### src/rtl/core/tna_pkg.sv
// Package of the triangle normal and area unit: widths, constants and payload types.
// Used by every module of the block; depends on nothing.
package tna_pkg;

    localparam int COORD_W    = 16;
    localparam int EDGE_W     = COORD_W + 1;
    localparam int PROD_W     = 2 * EDGE_W;
    localparam int CROSS_W    = PROD_W + 1;
    localparam int MAG_W      = PROD_W;
    localparam int HALF_W     = MAG_W / 2;
    localparam int SQ_W       = 2 * MAG_W;
    localparam int RAD_SHIFT  = 28;
    localparam int ROOT_W     = (SQ_W + RAD_SHIFT) / 2;
    localparam int REM_W      = ROOT_W + 3;
    localparam int QUO_W      = 16;
    localparam int DREM_W     = ROOT_W + 1;
    localparam int NORM_SHIFT = 28;
    localparam int FRAC_SHIFT = 14;
    localparam int NORM_W     = 16;
    localparam int AREA_W     = 33;

    localparam logic [QUO_W-1:0] ONE_Q14 = QUO_W'(16384);

    localparam int QUEUE_DEPTH_DEF = 4;

    typedef struct packed {
        logic signed [COORD_W-1:0] v0_x;
        logic signed [COORD_W-1:0] v0_y;
        logic signed [COORD_W-1:0] v0_z;
        logic signed [COORD_W-1:0] v1_x;
        logic signed [COORD_W-1:0] v1_y;
        logic signed [COORD_W-1:0] v1_z;
        logic signed [COORD_W-1:0] v2_x;
        logic signed [COORD_W-1:0] v2_y;
        logic signed [COORD_W-1:0] v2_z;
    } tna_verts_t;

    typedef struct packed {
        logic signed [NORM_W-1:0] normal_x;
        logic signed [NORM_W-1:0] normal_y;
        logic signed [NORM_W-1:0] normal_z;
        logic [AREA_W-1:0]        tri_area;
        logic                     degenerate;
    } tna_result_t;

    typedef struct packed {
        logic signed [CROSS_W-1:0] cx;
        logic signed [CROSS_W-1:0] cy;
        logic signed [CROSS_W-1:0] cz;
        logic                      degenerate;
    } tna_cross_t;

endpackage

### src/rtl/core/tna_queue.sv
// Short queue between the front end and the back end of the triangle unit.
// Depends on tna_pkg for the item type.
module tna_queue
#(
    parameter int DEPTH = tna_pkg::QUEUE_DEPTH_DEF
)
(
    input  logic                clk,
    input  logic                rst_n,
    input  logic                push_valid,
    output logic                push_ready,
    input  tna_pkg::tna_cross_t push_item,
    output logic                pop_valid,
    input  logic                pop_ready,
    output tna_pkg::tna_cross_t pop_item
);

    localparam int IDX_W = (DEPTH > 1) ? $clog2(DEPTH) : 1;
    localparam int CNT_W = $clog2(DEPTH + 1);

    tna_pkg::tna_cross_t slot_reg [DEPTH];

    logic [IDX_W-1:0] wr_ptr_reg;
    logic [IDX_W-1:0] rd_ptr_reg;
    logic [CNT_W-1:0] count_reg;
    logic [IDX_W-1:0] wr_ptr_next;
    logic [IDX_W-1:0] rd_ptr_next;
    logic [CNT_W-1:0] count_next;
    logic             do_push;
    logic             do_pop;

    assign push_ready = count_reg != CNT_W'(DEPTH);
    assign pop_valid  = count_reg != '0;
    assign pop_item   = slot_reg[rd_ptr_reg];
    assign do_push    = push_valid && push_ready;
    assign do_pop     = pop_valid && pop_ready;

    always_comb
    begin
        wr_ptr_next = wr_ptr_reg;
        rd_ptr_next = rd_ptr_reg;
        count_next  = count_reg;
        if (do_push)
        begin
            wr_ptr_next = (wr_ptr_reg == IDX_W'(DEPTH - 1)) ? '0 : wr_ptr_reg + 1'b1;
        end
        if (do_pop)
        begin
            rd_ptr_next = (rd_ptr_reg == IDX_W'(DEPTH - 1)) ? '0 : rd_ptr_reg + 1'b1;
        end
        if (do_push && !do_pop)
        begin
            count_next = count_reg + 1'b1;
        end
        else if (do_pop && !do_push)
        begin
            count_next = count_reg - 1'b1;
        end
    end

    always_ff @(posedge clk or negedge rst_n)
    begin
        if (!rst_n)
        begin
            wr_ptr_reg <= '0;
            rd_ptr_reg <= '0;
            count_reg  <= '0;
        end
        else
        begin
            wr_ptr_reg <= wr_ptr_next;
            rd_ptr_reg <= rd_ptr_next;
            count_reg  <= count_next;
        end
    end

    always_ff @(posedge clk)
    begin
        if (do_push)
        begin
            slot_reg[wr_ptr_reg] <= push_item;
        end
    end

endmodule

### config.mk
export PLATFORM = sky130hd
export DESIGN_NAME = tna_queue
export DESIGN_NICKNAME = d
export VERILOG_FILES = /design/src/rtl/core/tna_pkg.sv /design/src/rtl/core/tna_queue.sv
export SDC_FILE = /design/constraint.sdc
export NUM_CORES = 1
export LEC_CHECK = 0
export ABC_AREA = 1
export CELL_PAD_IN_SITES_DETAIL_PLACEMENT = 1
export CELL_PAD_IN_SITES_GLOBAL_PLACEMENT = 2
export CORE_MARGIN = 2
export CORE_UTILIZATION = 39
export DETAILED_ROUTE_END_ITERATION = 16
export DONT_BUFFER_PORTS = 1
export PLACE_DENSITY = 0.78
export SLEW_MARGIN = 20
export SYNTH_ARGS = -nofsm -noshare
export SYNTH_HDL_FRONTEND = slang
export SYNTH_SLANG_ARGS = --single-unit
### constraint.sdc
create_clock -name clk -period 6 [get_ports clk]
set_input_delay 0.9 -clock clk [delete_from_list [all_inputs] [get_ports clk]]
set_output_delay 0.9 -clock clk [all_outputs]
set_load 0.05 [all_outputs]
==> results_dict.tcl, run 1 <==
set metrics [dict create \
    grt_overflow 0 \
    cts_buffers 47 \
    io_buffers 0 \
    clkLatencyLatePin_ps 570 \
    root_buffer "clkbuf_16" \
    grt_use_total_pct 16.7 \
    p_int_mw 6.34 \
    synth_area_um2 17200 \
    post_dp_cell_area_um2 17700 \
    crit_path_end_kind "output pin" \
    period_share_pct 65.4 \
    hold_path_class "input port to flop" \
    synth_fp_nets 1412 \
    grt_pass1_wl_um 58200 \
    seq_area_um2 12900 \
    worst-path-buf-inv 1 \
    cts_buffer_depth 3 \
    wl_um 37700 \
    peakVddDrop_mv 0.335 \
    antenna_left 0 \
    cts_setup_buffers 0 \
    pwr-share-comb_pct 37.9 \
    setup_viol 0 \
    rr_worst_depth 5 \
    ys_seq_area_share_pct 75.2 \
    hold_end "slot_reg[2][92]" \
    timing.rr.end "slot_reg[2][61]" \
    dieHeight_um 214 \
    p_sw_share_pct 44.1 \
    first_pass_iters 4 \
    critPathSlowestCell "dfrtp_4" \
    drive_gt1_share_pct 6.64 \
    postSynthAreaPerCell_um2 13.3 \
    hold_violations 0 \
    fin_crit_ps 3920 \
    critical_path.top_delay_family "flip-flops" \
    max_stage_delay_ps 830 \
    worstSetupPathType "flop to output pin" \
    relSlewSlack_pct 38.4 \
    ys_ff_latch 431 \
    initialDrtViolationCount 585 \
    cts_resized 0 \
    cp_max_fo 64 \
    grt_antenna_before_repair 0 \
    postCtsHoldBufs 1 \
    crit_cells 3 \
    timing.final.ws_setup_ps 2080 \
    final_max_slew_viol_count 0 \
    rsz0062_at_grt "no" \
    path_cells "buf_4 -> o211ai_1 -> nand2_1" \
    num_vias 9544 \
    leakage_nw 7.14 \
    hold_depth 0 \
    layout.nets 1406 \
    rrSetupSlack_ps 2670 \
    crit_arrival_ps 3020 \
    ys_types 18 \
    viasPerCell 4.99 \
    clock-skew-final_ps 20.7 \
    num_antenna_cells 0 \
    netlist_instances 1295 \
    core-area_um2 43300 \
    drcViolationCount 0 \
    rr_startpoint "count_reg[0]" \
    final_area_um2 19200 \
    die_w_um 214 \
    rows 76 \
    final_common_cell "edfxtp_1" \
    largest_register_ff_count 424 \
    path_clk_slew_ps 70 \
    nFillCells 4435 \
    yosys_warnings 0 \
    max_freq_mhz 255 \
    pin_count 218 \
    gp_congestion 0.745 \
    syn_to_final_growth_pct 12.1 \
    maxCapViolations 0 \
    multi_input_area_um2 3040 \
    grt_pass1_vias 10100 \
    clkPwrFrac_pct 25.2 \
    outcome "complete, no violations" \
    p_switching_mw 5.01 \
    cts_tree "built" \
    tightest_slew_ps 921 \
    mostFrequentLayoutCells "424 x edfxtp_1, 333 x nand2_1, 223 x inv_1, 212 x o211ai_1, 49 x clkbuf_16" \
    dp_hpwl_um 22300 \
    cp-start-kind "flop" \
    pwr-share-seq_pct 36.9 \
    start_util_pct 39.7 \
    worst-endpoint-required_ps 5100 \
    htreeDepth 2 \
    routedWlPerCell_um 19.7 \
    dieArea_um2 45700 \
    powerDensity_nw_per_um2 589 \
    pre_cts_slack_ps 2590 \
    hold_start "push_item[92]" \
    grt_max_degree 178 \
    cts_sinks 431 \
]
## cell families after synthesis
logic type      synth area share, %
compound gates                 9.30
xor+xnor                     0.0510
fa+ha+maj                     0.554
buf+inv                        7.24
flops                          75.2
simple gates                   7.65
## stage by stage
stage | util (%) | TNS [ps] | hold slack (ps) | std cells | power [mW]
floorplan | - | -85720 | 482 | 1295 | 7.99
global placement | 40.9 | 0 | 511 | 1824 | 8.54
detailed placement | 40.9 | 0 | 520 | 1824 | 8.64
CTS | 44.5 | 0 | 374 | 1911 | 11.5
global route | 44.5 | 0 | 383 | 1911 | 11.9
finish | 44.5 | 0 | 421 | 1911 | 11.3
## cell usage after synthesis, drive strengths merged
| cell | number | area (um2) |
|---|---|---|
| clkbuf | 13 | 48.8 |
| nand4 | 1 | 6.26 |
| inv | 226 | 848 |
| dfrtp | 7 | 175 |
| o211ai | 212 | 1590 |
| buf | 57 | 345 |
| o21ai | 1 | 5.00 |
| nand3 | 7 | 35.0 |
| fa | 1 | 20.0 |
| nand2 | 333 | 1250 |
| xnor2 | 1 | 8.76 |
| ha | 6 | 75.1 |
| edfxtp | 424 | 12700 |
| nor2 | 6 | 22.5 |
## per-layer routing
layer  track usage, %  part of all wire, %  vias up
met2             28.7                   50      226
li1                 -                    -     4499
met5                0                    0        -
met1             19.2                   39     4761
met4             4.86                  2.2        0
met3             6.85                  9.4       58
## power groups by stage
stage	registers, mW	clock network (mW)	logic [mW]
after floorplan	4.21	0	3.78
after global placement	4.22	0	4.32
after detailed placement	4.25	0	4.39
after CTS	4.19	2.95	4.41
after global routing	4.24	3.05	4.65
final	4.18	2.86	4.30
## how the worst max path moves through the flow
stage                             start              end
after global placement    rd_ptr_reg[1]    pop_item[104]
final                     rd_ptr_reg[1]    pop_item[104]
after detailed placement   count_reg[0]  slot_reg[2][53]
after CTS                 rd_ptr_reg[1]     pop_item[90]
after global routing      rd_ptr_reg[1]    pop_item[104]
after floorplan            count_reg[0]   slot_reg[0][0]
## final cells by class
cell class,instances,share of cell area [%]
Clock buffer,55,6.49
Clock inverter,31,1.52
Inverter,226,4.42
Multi-Input combinational cell,568,15.8
Sequential cell,431,67.1
Tap cell,585,3.80
Timing Repair Buffer,15,0.858
Power figures use the tool's default switching activity.
==> run 2, diff against run 1 <==
==> constraint.sdc (replaced) <==
create_clock -name clk -period 3.4 [get_ports clk]
set_input_delay 0.51 -clock clk [delete_from_list [all_inputs] [get_ports clk]]
set_output_delay 0.51 -clock clk [all_outputs]
set_load 0.05 [all_outputs]
==> run 2 against run 1 <==
  * Utilization rose by 1.4 points
  * Sequential share of layout area fell by 2.1 points
  * Clock power rose by 67%
  * Final cell count rose by 3.1%
  * Via count rose by 1.3%
  * Die area did not move
  * Global-route usage fell by 0.21 points
  * Count of clock-buffer cells in the layout rose by 4
  * Hold slack got worse by 380 ps
  * Critical path depth rose by 1
  * Register-to-register slack got worse by 1600 ps
==> results_dict.tcl, run 2 (synthesis gave the netlist of run 1 again) <==
set metrics [dict create \
    final_common_cell "edfxtp_1" \
    rsz0062_at_grt "no" \
    setup_viol 0 \
    worst-path-buf-inv 1 \
    cts_resized 0 \
    met3_length_um 2920 \
    crit_arrival_ps 2550 \
    viasPerCell 4.91 \
    finalSetupTns_ps 0 \
    crit_path_end_kind "output pin" \
    final_max_slew_viol_count 0 \
    rr_startpoint "count_reg[0]" \
    worst-endpoint-required_ps 2890 \
    final_core_util_pct 45.9 \
    max_stage_delay_ps 830 \
    cts_buffer_depth 3 \
    critPathSlowestCell "dfrtp_4" \
    grt_pass1_vias 10200 \
    powerDensity_nw_per_um2 1010 \
    wl_um 37700 \
    fin_crit_ps 3060 \
    period_share_pct 90.0 \
    critical_path.top_delay_family "flip-flops" \
    path_cells "buf_12 -> nand2_1 -> o211ai_1 -> nand2_1" \
    cts_buffers 46 \
    clock-skew-final_ps 25.1 \
    num_vias 9667 \
    io_buffers 0 \
    drive_gt1_share_pct 6.58 \
    dieArea_um2 45700 \
    grt_max_degree 112 \
    worstSetupPathType "flop to output pin" \
    core-area_um2 43300 \
    gp_congestion 0.723 \
    layout.nets 1466 \
    dieHeight_um 214 \
    outcome "complete, no violations" \
    dp_hpwl_um 21800 \
    cts_tree "built" \
    rows 76 \
    htreeDepth 2 \
    largest_register_ff_count 424 \
    grt_pass1_wl_um 57300 \
    leakage_nw 7.38 \
    cpMostUsedCell "nand2_1" \
    timing.rr.end "slot_reg[2][45]" \
    hold_start "push_item[9]" \
    fin_total_pwr_mw 20.0 \
    initialDrtViolationCount 525 \
    tightest_slew_ps 697 \
    maxCapViolations 0 \
    die_w_um 214 \
    cp_max_fo 108 \
    mostFrequentLayoutCells "424 x edfxtp_1, 333 x nand2_1, 223 x inv_1, 212 x o211ai_1, 55 x dlygate4sd3_1" \
    antenna_left 0 \
    hold_depth 0 \
    relSlewSlack_pct 53.5 \
    drcViolationCount 0 \
    start_util_pct 39.7 \
    first_pass_iters 4 \
    top_layer "met5" \
    clkLatencyLatePin_ps 570 \
    pin_count 218 \
    rr_worst_depth 6 \
    cp-start-kind "flop" \
    grt_overflow 0 \
    grt_use_total_pct 16.5 \
    cts_sinks 431 \
    hold_end "slot_reg[2][9]" \
    wl_met1_um 15100 \
    root_buffer "clkbuf_16" \
    peakVddDrop_mv 0.604 \
    hold_violations 0 \
    rrSetupSlack_ps 1030 \
    path_clk_slew_ps 60 \
    routedWlPerCell_um 19.1 \
    nFillCells 4319 \
    cts_setup_buffers 0 \
    wl_met2_um 18800 \
    grt_antenna_before_repair 4 \
    syn_to_final_growth_pct 15.8 \
    hold_path_class "input port to flop" \
    max_freq_mhz 327 \
]
[run 2: repair_timing]
action / in CTS / in global routing
hold endpoints to repair: 218 / 0
hold buffers: 55 / 0
setup endpoints to repair: 0 / 0
[run 2: worst max path at each step]
| stage | slack, ps | depth (start not counted) | start | endpoint |
|---|---|---|---|---|
| after floorplan | -1070 | 4 | count_reg[0] | slot_reg[3][0] |
| after global placement | 990 | 3 | rd_ptr_reg[0] | pop_item[63] |
| after detailed placement | 940 | 3 | rd_ptr_reg[0] | pop_item[63] |
| after CTS | 310 | 3 | rd_ptr_reg[0] | pop_item[63] |
| after global routing | 170 | 4 | rd_ptr_reg[0] | pop_item[76] |
| final | 340 | 4 | rd_ptr_reg[0] | pop_item[57] |
[run 2: worst reg2reg max path, stage by stage, from the launching register on]
cell and delay (ps):
dfrtp_1 430, inv_2 60, nand3_1 80, buf_4 220, nand2_1 320, nor2_4 250
buf_4 580
[run 2: layout make-up]
class                           instances  area (um2)  area share (%)
Inverter                              226         851            4.28
Multi-Input combinational cell        568        3040            15.3
Clock inverter                         24         190           0.957
Timing Repair Buffer                   76         871            4.38
Clock buffer                           59        1260            6.36
Sequential cell                       431       12900            65.0
Tap cell                              585         732            3.68
Antenna cell                            1        2.50          0.0126
[run 2: report_power, final]
part	total, mW	internal [mW]	switching [mW]
clock network	4.78	2.84	1.94
logic	7.92	1.33	6.59
registers	7.32	6.97	0.346
[run 2: per-layer routing]
| layer | up-vias | global-route usage, % |
|---|---|---|
| met5 | - | 0 |
| li1 | 4623 | - |
| met4 | 6 | 5.72 |
| met1 | 4784 | 18.4 |
| met2 | 194 | 29.5 |
| met3 | 60 | 5.64 |
[run 2: through the flow]
| stage | area [um2] | instances | hold slack, ps | setup WS (ps) |
|---|---|---|---|---|
| after global routing | 19900 | 1970 | 10.5 | 166 |
| after floorplan | 17200 | 1295 | 214 | -1070 |
| after detailed placement | 17900 | 1831 | 215 | 942 |
| after CTS | 19900 | 1969 | 1.49 | 306 |
| final | 19900 | 1970 | 40.1 | 339 |
| after global placement | 17900 | 1831 | 215 | 990 |
